$ cat src/rtl/mmam_pkg.sv
// ----------------------------------------------------------------------------
// mmam_pkg
// Shared constants, codes, controller/datapath interface types and the
// saturating add for the mix-minus audio mixer.
// ----------------------------------------------------------------------------
package mmam_pkg;

  localparam int NUM_SOURCES   = 8;
  localparam int FRAME_SAMPLES = 512;
  localparam int MAX_OUT       = 8;
  localparam int SAMPLE_W      = 16;
  localparam int TIMEOUT_W     = 16;
  localparam int SLOT_W        = $clog2(NUM_SOURCES);
  localparam int POS_W         = $clog2(FRAME_SAMPLES);
  localparam int ADDR_W        = SLOT_W + POS_W;
  localparam int STORE_DEPTH   = NUM_SOURCES * FRAME_SAMPLES;
  localparam int CNT_W         = $clog2(MAX_OUT);

  localparam logic [TIMEOUT_W-1:0] TIMEOUT_RESET = TIMEOUT_W'(1000);
  localparam logic [TIMEOUT_W-1:0] AGE_MAX       = '1;

  typedef enum logic [1:0] {
    MODE_LOAD = 2'd0,
    MODE_MIX  = 2'd1,
    MODE_TICK = 2'd2
  } mode_e;

  typedef struct packed {
    logic load;       // write sample, maybe mark packet end
    logic tick;       // age active slots
    logic mix_start;  // latch position, noise, end of frame
    logic l_inc;      // next listener
    logic acc_init;   // accumulator <= noise, source counter <= 0
    logic issue_rd;   // read store for current source
    logic emit;       // present result word
    logic finish;     // mix done, drop fresh marks on end of frame
  } cmd_t;

  typedef struct packed {
    logic l_active;
    logic l_at_end;
    logic s_at_end;
    logic res_last;
  } sts_t;

  function automatic logic signed [SAMPLE_W-1:0] sat_add(
    input logic signed [SAMPLE_W-1:0] a,
    input logic signed [SAMPLE_W-1:0] b
  );
    logic signed [SAMPLE_W:0] sum;
    sum = {a[SAMPLE_W-1], a} + {b[SAMPLE_W-1], b};
    if (sum[SAMPLE_W] != sum[SAMPLE_W-1]) begin
      sat_add = sum[SAMPLE_W] ? {1'b1, {(SAMPLE_W-1){1'b0}}} : {1'b0, {(SAMPLE_W-1){1'b1}}};
    end else begin
      sat_add = sum[SAMPLE_W-1:0];
    end
  endfunction

endpackage

$ cat src/rtl/mmam_ctrl.sv
// ----------------------------------------------------------------------------
// mmam_ctrl
// Sequencer: accepts commands, walks listeners and sources for a mix word.
// ----------------------------------------------------------------------------
module mmam_ctrl (
  input  logic          clk_i,
  input  logic          rst_ni,
  input  logic          start_i,
  input  logic [1:0]    mode_i,
  input  mmam_pkg::sts_t sts_i,
  output mmam_pkg::cmd_t cmd_o,
  output logic          busy_o
);
  import mmam_pkg::*;

  typedef enum logic [4:0] {
    ST_IDLE  = 5'b00001,
    ST_SCAN  = 5'b00010,
    ST_READ  = 5'b00100,
    ST_DRAIN = 5'b01000,
    ST_EMIT  = 5'b10000
  } state_e;

  state_e state_q, state_d;
  logic   accept;

  assign accept = start_i && (state_q == ST_IDLE);
  assign busy_o = (state_q != ST_IDLE);

  always_comb begin
    state_d = state_q;
    cmd_o   = '0;
    case (state_q)
      ST_IDLE: begin
        if (accept) begin
          case (mode_i)
            MODE_LOAD: cmd_o.load = 1'b1;
            MODE_TICK: cmd_o.tick = 1'b1;
            MODE_MIX: begin
              cmd_o.mix_start = 1'b1;
              state_d         = ST_SCAN;
            end
            default: ;
          endcase
        end
      end
      ST_SCAN: begin
        if (sts_i.l_active) begin
          cmd_o.acc_init = 1'b1;
          state_d        = ST_READ;
        end else if (sts_i.l_at_end) begin
          cmd_o.finish = 1'b1;
          state_d      = ST_IDLE;
        end else begin
          cmd_o.l_inc = 1'b1;
        end
      end
      ST_READ: begin
        cmd_o.issue_rd = 1'b1;
        if (sts_i.s_at_end) begin
          state_d = ST_DRAIN;
        end
      end
      ST_DRAIN: state_d = ST_EMIT;
      ST_EMIT: begin
        cmd_o.emit = 1'b1;
        if (sts_i.res_last) begin
          cmd_o.finish = 1'b1;
          state_d      = ST_IDLE;
        end else begin
          cmd_o.l_inc = 1'b1;
          state_d     = ST_SCAN;
        end
      end
      default: state_d = ST_IDLE;
    endcase
  end

  always_ff @(posedge clk_i or negedge rst_ni) begin
    if (!rst_ni) begin
      state_q <= ST_IDLE;
    end else begin
      state_q <= state_d;
    end
  end

endmodule

$ cat config.mk
export PLATFORM = sky130hd
export DESIGN_NAME = mmam_ctrl
export DESIGN_NICKNAME = d
export VERILOG_FILES = /design/src/rtl/mmam_pkg.sv /design/src/rtl/mmam_ctrl.sv
export SDC_FILE = /design/constraint.sdc
export NUM_CORES = 1
export LEC_CHECK = 0
export BUFFER_PORTS_ARGS = -buffer_cell sky130_fd_sc_hd__buf_2
export CAP_MARGIN = 5
export CELL_PAD_IN_SITES_DETAIL_PLACEMENT = 2
export CELL_PAD_IN_SITES_GLOBAL_PLACEMENT = 2
export CORE_ASPECT_RATIO = 1.1
export CORE_UTILIZATION = 20
export DETAILED_ROUTE_END_ITERATION = 10
export PLACE_DENSITY = 0.7
export SETUP_SLACK_MARGIN = 0.4
export SYNTH_ARGS = -nofsm -noshare
export SYNTH_HDL_FRONTEND = slang
export SYNTH_SLANG_ARGS = --single-unit
$ cat constraint.sdc
create_clock -name clk_i -period 1.4 [get_ports clk_i]
set_input_delay 0.07 -clock clk_i [delete_from_list [all_inputs] [get_ports clk_i]]
set_output_delay 0.07 -clock clk_i [all_outputs]
set_load 0.005 [all_outputs]
==> qor.yml, run 1 <==
skew_ns: 0.003037
drive_gt1_share_pct: 76.67
dr_total_vias: 502
worst_pin_slew_ns: 0.2469
dp_slack_ns: -0.1830
synth_top_area_share_pct: 28.17
start_util_pct: 22.02
core_area_um2: 1614
layout_setup_ws_ns: -0.3887
p_int_mw: 0.6467
switching_share_pct: 32.94
yosysTopAreaCell: "dfrtp_1"
gr-usage-all-layers_pct: 21.64
slew_viol_final: 0
pwr-share-comb_pct: 60.9
syn_avg_cell_area_um2: 9.351
dpl.hpwl_um: 1072
critical_path_class: "reg -> out"
p_total_mw: 0.9645
outcome: "finished, violations left"
grt_pass1_vias: 597
synthTopCellsByCount: "4 x dfrtp_1, 4 x inv_1, 3 x nor2_1, 3 x nor3_1"
fin_cells: 107
io_pins: 18
first_iter_violations: 0
portBuffers: 17
startpoint_type: "flop"
violations: "setup timing"
num-nets-final: 100
wl_per_cell_um: 17.07
postRouteWirelength_um: 1826
grt_pass1_wl_um: 2918
yosysWarnings: 0
die_w_um: 42.19
grt_setup_unrepaired: "true"
drv_cap: 0
cts_buffer_depth: 2
grt_use_met1_pct: 21.33
viasPerCell: 4.692
dp.cells: 78
numCtsBuffers: 3
drc: 0
grt_max_degree: 6
p_leak_nw: 0.4515
gp_congestion: 0.7193
powerDensity_nw_per_um2: 1120
ys.flop_type: "dfrtp_1"
crit_path_end_kind: "output port"
placed_cell_area_um2: 509.2
yosysUniqueCellTypes: 24
cts-htree-levels: 1
netlist_instances: 38
insertion_delay_ns: 0.24
fin_area_um2: 860.8
finalSetupViolations: 12
regMostFlops: "state_q"
fp.dieArea_um2: 1950
cts.sinks: 5
hold_viol: 0
met3_usage_pct: 2.745
synth_seq_area_share_pct: 35.56
die_height_um: 46.21
syn_nets: 47
synth_async_sr_flop_share_pct: 100.0
slew_headroom_pct: 83.42
antenna_cells: 0
gr-usage-met2_pct: 43.38
critical_path_required_ns: 1.33
antenna_found_initial: 0
final.period_utilization_pct: 127.8
syn-cell-area_um2: 355.3
rows: 15
clk_pin_slew_worst_paths_ns: 0.04
hold_path.class: "in -> reg"
synth_edf_count: 0
antenna_left: 0
cp_max_fo: 4
ys_ff_latch: 5
grt-busiest-layer: "met2"
largest_reg_flops: 5
switching_power_mw: 0.3177
vdd_ir_drop_max_uv: 597.7
layout_min_cycle_time_ns: 1.789
arrival_ns: 1.72
max_freq_mhz: 559.1
areaGrowthSynthToFinish_pct: 142.3
dr.pass1.iters: 1
cts_tree: "done"
reg.largest.list: "state_q (5)"
seqPwrFrac_pct: 21.8
synth_top_cells_by_area: "dfrtp_1 28%, dfstp_2 7.4%, or3_4 6.3%"
overflow: 0
cts_root_buf: "clkbuf_4"
power_frac_clock_pct: 17.3
layout make-up:
cell class	count	area, µm²
tap	17	21.27
inverter	4	15.01
multi-input combinational	29	302.8
sequential	5	127.6
timing repair buffer	48	367.9
fill	175	753.2
clock buffer	4	26.28
stage by stage:
stage                      TNS, ns  utilization, %  hold slack [ns]
after floorplan           -0.09750               -          -0.2256
after global placement     -0.4731           31.55          -0.1134
after detailed placement   -0.5892           31.55          -0.1058
after CTS                   -3.053           49.38          0.02961
after global routing        -4.066           53.33          0.07795
final                       -3.171           53.33          0.07309
final timing paths:
check | from | cells past startpoint | slack (ns) | endpoint
worst max-delay path | state_q[4] | 5 | -0.39 | cmd_o[7]
worst min-delay path | sts_i[1] | 2 | 0.07 | state_q[2]
worst max register to register | state_q[2] | 11 | -0.31 | state_q[0]
worst min register to register | state_q[3] | 3 | 0.68 | state_q[4]
max in group asynchronous | rst_ni | 2 | 1.01 | state_q[0]
min in group asynchronous | rst_ni | 2 | 0.18 | state_q[4]
logic make-up after synthesis:
group / share of synthesized area [%]
buffers and inverters: 4.224
DFF: 35.57
xor gates and xnor gates: 2.465
and+or+nand+nor: 38.38
AOI/OAI and AO/OA: 19.36
repair_timing:
| item | in CTS | in global routing |
|---|---|---|
| setup endpoints to repair | 14 | 14 |
| pin swaps | 15 | 10 |
| hold buffers | 1 | 0 |
| buffers inserted | 19 | 5 |
| gates resized for setup | 25 | 6 |
| endpoints found under the hold margin | 5 | 0 |
placed cells by master (no fill, tap or decap), drive strengths merged:
| cell | netlist | routed |
|---|---|---|
| a22o | 1 | 1 |
| nor4 | 1 | 1 |
| dlygate4sd3 | 0 | 1 |
| a21oi | 1 | 1 |
| and3 | 1 | 1 |
| o21ai | 1 | 1 |
| o22ai | 2 | 2 |
| a221oi | 1 | 1 |
| nor2 | 3 | 3 |
| or3 | 2 | 2 |
| nor3b | 1 | 1 |
| nand2 | 2 | 2 |
| nor3 | 3 | 3 |
| or2 | 1 | 1 |
| dfrtp | 4 | 4 |
| nor4b | 1 | 1 |
| clkbuf | 0 | 4 |
| or2b | 1 | 1 |
| dfstp | 1 | 1 |
| inv | 4 | 4 |
| o21bai | 1 | 1 |
| xor2 | 1 | 1 |
| nand3b | 2 | 2 |
| and4b | 1 | 1 |
| buf | 0 | 47 |
| o211ai | 2 | 2 |
power by group through the flow:
stage                     sequential (mW)  clock, mW  combinational [mW]
after floorplan                     0.194          0               0.132
after global placement              0.193          0               0.245
after detailed placement            0.198          0               0.257
after CTS                           0.212      0.180               0.478
after global routing                0.215      0.185               0.622
final                               0.210      0.167               0.587
layer usage:
metal	routed length, µm	vias up	part of all wire (%)
met2	1070	15	59
met1	679	238	37
met3	51	2	2.8
li1	-	247	-
met4	25	0	1.4
met5	0	-	0
worst max-delay path, stage by stage (launching register included):
cell	delay (ns)
dfrtp_1	0.39
or3_4	0.41
nor3b_4	0.23
inv_2	0.10
nor4b_2	0.20
buf_2	0.15
No activity file was read; power rests on OpenSTA's default activity.
==> inputs of run 2 (changes only) <==
--- a/config.mk
+++ b/config.mk
@@ -13,6 +13,7 @@
 export CORE_UTILIZATION = 20
 export DETAILED_ROUTE_END_ITERATION = 10
 export PLACE_DENSITY = 0.7
+export RECOVER_POWER = 50
 export SETUP_SLACK_MARGIN = 0.4
 export SYNTH_ARGS = -nofsm -noshare
 export SYNTH_HDL_FRONTEND = slang
==> qor.yml, run 2 (synthesis results as in run 1) <==
layout_setup_ws_ns: -0.3887
cts_root_buf: "clkbuf_4"
finalSetupViolations: 12
fin_area_um2: 859.6
whs_path_depth: 2
grt_pass1_wl_um: 2918
final_common_cell: "buf_4"
cts_tree: "done"
cp_slowest_cell: "or3_4"
fill_cells: 176
numCtsBuffers: 3
cp_cell_sequence: "or3_4 -> nor3b_4 -> inv_2 -> nor4b_2 -> buf_2"
rows: 15
largest_reg_flops: 5
dr.pass1.iters: 1
outcome: "finished, violations left"
first_iter_violations: 0
slew_viol_final: 0
antenna_cells: 0
fp.dieArea_um2: 1950
switching_power_mw: 0.3177
placed_cell_area_um2: 509.2
drive_gt1_share_pct: 75.56
io_pins: 18
start_util_pct: 22.02
dp_slack_ns: -0.1830
core_area_um2: 1614
r2r_start: "state_q[2]"
cpPeakStageDelay_ns: 0.41
p_leak_nw: 0.4488
wl_per_cell_um: 17.05
dr_total_vias: 502
worst_pin_slew_ns: 0.2937
cts_buffer_depth: 2
layout_min_cycle_time_ns: 1.789
path_buf_inv: 2
areaGrowthSynthToFinish_pct: 141.9
gr-usage-all-layers_pct: 21.64
r2r_setup_slack_ns: -0.31
hold_ws_ns: 0.07306
grt_max_degree: 6
r2r-end: "state_q[0]"
dpl.hpwl_um: 1072
drv_cap: 0
startpoint_type: "flop"
switching_share_pct: 32.96
postRouteWirelength_um: 1824
regMostFlops: "state_q"
cts.sinks: 5
arrival_ns: 1.72
critical_path_required_ns: 1.33
insertion_delay_ns: 0.24
num-nets-final: 100
max_freq_mhz: 559.1
p_int_mw: 0.6463
critical_path_class: "reg -> out"
antenna_found_initial: 0
vdd_ir_drop_max_uv: 597.7
clk_pin_slew_worst_paths_ns: 0.04
antenna_left: 0
overflow: 0
hold_path.class: "in -> reg"
crit_path_end_kind: "output port"
die_height_um: 46.21
mostFrequentLayoutCells: "19 x buf_4, 15 x buf_2, 12 x buf_6"
hold_viol: 0
hold_end: "state_q[2]"
grt_setup_unrepaired: "true"
violations: "setup timing"
portBuffers: 17
skew_ns: 0.003037
reg.largest.list: "state_q (5)"
drc: 0
final.period_utilization_pct: 127.8
powerDensity_nw_per_um2: 1122
grt_pass1_vias: 597
ff2ff_path_depth: 11
die_w_um: 42.19
viasPerCell: 4.692
slew_headroom_pct: 80.42
pwr-share-comb_pct: 60.9
gp_congestion: 0.7193
seqPwrFrac_pct: 21.8
p_total_mw: 0.9641
cp_max_fo: 4
power_frac_clock_pct: 17.3
cp_top_family: "simple AND/OR/NAND/NOR gates"
hp-start: "sts_i[1]"
cts-htree-levels: 1
post-route-util_pct: 53.26
==> run 2: changes by cell type in the layout (fill, tap and decap cells not counted) <==
cell | before | now
clkbuf_1 | 1 | 2
buf_2 | 16 | 15
==> run 2: routing by layer <==
layer	global-route usage [%]	vias up	wire length [µm]
li1	-	247	-
met1	21.33	238	678
met2	43.38	15	1070
met3	2.745	2	51
met4	13.13	0	25
met5	0	-	0
==> run 2: worst max path at each step <==
stage | startpoint | end | slack, ns | cells past startpoint
finish | state_q[4] | cmd_o[7] | -0.39 | 5
detailed placement | state_q[3] | cmd_o[7] | -0.18 | 5
global route | state_q[4] | cmd_o[7] | -0.47 | 5
floorplan | state_q[3] | state_q[1] | -0.05 | 4
CTS | state_q[2] | cmd_o[7] | -0.39 | 5
global placement | state_q[3] | cmd_o[7] | -0.15 | 5
==> run 2: power groups by stage <==
stage               Sequential [mW]  Clock (mW)  Combinational [mW]
floorplan                     0.194           0               0.132
global placement              0.193           0               0.245
detailed placement            0.198           0               0.257
CTS                           0.212       0.180               0.478
global route                  0.215       0.185               0.622
finish                        0.210       0.167               0.587
==> run 2: area by class of cell <==
cell class | instances | area (µm²) | area share (%)
Timing Repair Buffer | 48 | 366.6 | 42.65
Multi-Input combinational cell | 29 | 302.8 | 35.23
Sequential cell | 5 | 127.6 | 14.85
Clock buffer | 4 | 26.28 | 3.057
Tap cell | 17 | 21.27 | 2.475
Inverter | 4 | 15.01 | 1.747
==> run 2: timing repair <==
item | in CTS | in global routing
resized for setup | 25 | 6
gates cloned | 0 | 0
endpoints found under the setup margin | 14 | 14
pin swaps | 15 | 10
hold buffers | 1 | 0
setup buffers | 19 | 5
endpoints found under the hold margin | 5 | 0
==> run 2: per-stage QoR <==
step                      cells  setup TNS (ns)
after floorplan              38        -0.09750
after global placement       78         -0.4731
after detailed placement     78         -0.5892
after CTS                   102          -3.053
after global routing        107          -4.066
final                       107          -3.171
==> inputs of run 3 (changes only) <==
--- a/config.mk
+++ b/config.mk
@@ -10,9 +10,10 @@
 export CELL_PAD_IN_SITES_DETAIL_PLACEMENT = 2
 export CELL_PAD_IN_SITES_GLOBAL_PLACEMENT = 2
 export CORE_ASPECT_RATIO = 1.1
-export CORE_UTILIZATION = 20
+export CORE_UTILIZATION = 22
+export CTS_BUF_LIST = sky130_fd_sc_hd__clkbuf_8
 export DETAILED_ROUTE_END_ITERATION = 10
-export PLACE_DENSITY = 0.7
+export PLACE_DENSITY = 0.75
 export RECOVER_POWER = 50
 export SETUP_SLACK_MARGIN = 0.4
 export SYNTH_ARGS = -nofsm -noshare
==> qor.yml, run 3 (synthesis results as in run 1) <==
outcome: "finished, violations left"
fill_cells: 152
seqPwrFrac_pct: 19.1
clk_pin_slew_worst_paths_ns: 0.04
hold_viol: 0
dp_slack_ns: -0.2299
fin_cells: 99
fin_setup_tns_ns: -3.248
rows: 14
areaGrowthSynthToFinish_pct: 125.4
antenna_left: 0
cp_max_fo: 3
die_height_um: 44.15
overflow: 0
core_area_um2: 1436
drv_cap: 0
cts.sinks: 5
numCtsBuffers: 3
antenna_cells: 0
switching_power_mw: 0.3381
portBuffers: 17
power_frac_clock_pct: 27.1
seqCellArea_um2: 126.4
cts_tree: "done"
crit_path_end_kind: "output port"
reg.largest.list: "state_q (5)"
multi_input_area_um2: 299.0
startpoint_type: "flop"
antenna_found_initial: 0
layout_min_cycle_time_ns: 1.823
fp.dieArea_um2: 1780
worst_pin_slew_ns: 0.2980
path_buf_inv: 2
start_util_pct: 24.74
cts_buffer_depth: 2
arrival_ns: 1.75
gr-usage-all-layers_pct: 23.56
dpl.hpwl_um: 1037
vdd_ir_drop_max_uv: 687.1
hold_path.class: "in -> reg"
skew_ns: 0.003940
grt_setup_unrepaired: "true"
p_leak_nw: 0.4180
powerDensity_nw_per_um2: 1304
critical_path_class: "reg -> out"
drc: 0
grt_pass1_vias: 547
switching_share_pct: 32.38
layout_setup_ws_ns: -0.4232
finalSetupViolations: 11
slew_headroom_pct: 80.13
dp.cells: 78
p_total_mw: 1.044
cts_root_buf: "clkbuf_8"
critical_path_required_ns: 1.33
max_freq_mhz: 548.5
die_w_um: 40.32
grt_pass1_wl_um: 2656
cp_cell_sequence: "or3_4 -> nor3b_4 -> inv_2 -> nor4b_2 -> buf_2"
gp_congestion: 0.7332
hold_ws_ns: 0.07947
viasPerCell: 5.091
largest_reg_flops: 5
mostFrequentLayoutCells: "17 x buf_4, 15 x buf_2, 7 x buf_6"
cp_top_family: "simple AND/OR/NAND/NOR gates"
cts-htree-levels: 1
postRouteWirelength_um: 1936
final.period_utilization_pct: 130.2
dr_total_vias: 504
num-nets-final: 93
io_pins: 18
slew_viol_final: 0
regMostFlops: "state_q"
p_int_mw: 0.7059
r2r_setup_slack_ns: -0.34
first_iter_violations: 7
insertion_delay_ns: 0.23
drive_gt1_share_pct: 69.88
grt_max_degree: 6
pwr-share-comb_pct: 53.7
violations: "setup timing"
cp_slowest_cell: "or3_4"
final_common_cell: "buf_4"
wl_per_cell_um: 19.56
dr.pass1.iters: 4
cpPeakStageDelay_ns: 0.42
-- run 3: changes by cell type in the layout (fill, tap and decap cells not counted), sizes merged --
cell | before | now
clkbuf | 5 | 4
inv | 4 | 5
buf | 46 | 39
-- run 3: power by group through the flow --
stage / Sequential, mW / Clock, mW / Combinational [mW]
final: 0.200 / 0.283 / 0.561
after global placement: 0.190 / 0 / 0.251
after CTS: 0.200 / 0.266 / 0.496
after detailed placement: 0.189 / 0 / 0.264
after global routing: 0.204 / 0.300 / 0.599
after floorplan: 0.194 / 0 / 0.132
-- run 3: final timing paths --
kind / start / endpoint / cells past startpoint
hold / removal: sts_i[1] / state_q[2] / 2
min in group asynchronous: rst_ni / state_q[4] / 2
hold reg to reg: state_q[4] / state_q[4] / 2
max in group asynchronous: rst_ni / state_q[0] / 2
setup reg to reg: state_q[2] / state_q[0] / 8
setup / recovery: state_q[2] / cmd_o[7] / 5
-- run 3: final cells by class --
type	count	share of cell area, %
clock inverter	1	0.4688
inverter	4	1.875
sequential	5	15.78
clock buffer	3	5.156
tap	16	2.500
multi-input combinational	29	37.34
timing repair buffer	41	36.87
-- run 3: stage by stage --
| step | cell area [µm²] | utilization, % |
|---|---|---|
| floorplan | 357.8 | - |
| global placement | 515.5 | 35.89 |
| detailed placement | 515.5 | 35.89 |
| CTS | 775.7 | 54.01 |
| global route | 800.8 | 55.75 |
| finish | 800.8 | 55.75 |
-- run 3: timing repair --
action	4_1_cts	5_1_grt
endpoints found under the setup margin	14	14
hold endpoints to repair	5	0
resized for setup	19	4
setup buffers	15	1
hold buffers	1	0
pin swaps	13	4
-- run 3: routing by layer --
layer | share of wire, % | wire length (µm) | track usage [%] | up-vias
met1 | 42 | 805 | 24.53 | 241
met3 | 3.6 | 69 | 4.523 | 6
met5 | 0 | 0 | 0 | -
li1 | - | - | - | 235
met2 | 52 | 1006 | 42.22 | 22
met4 | 2.8 | 54 | 12.00 | 0
-- run 3: worst reg2reg max path, stage by stage (launching register included) --
cell	delay, ns
dfrtp_1	0.38
or3_4	0.42
buf_4	0.15
buf_6	0.12
nor3_4	0.13
buf_4	0.13
buf_4	0.09
a221oi_1	0.04
a21oi_1	0.18
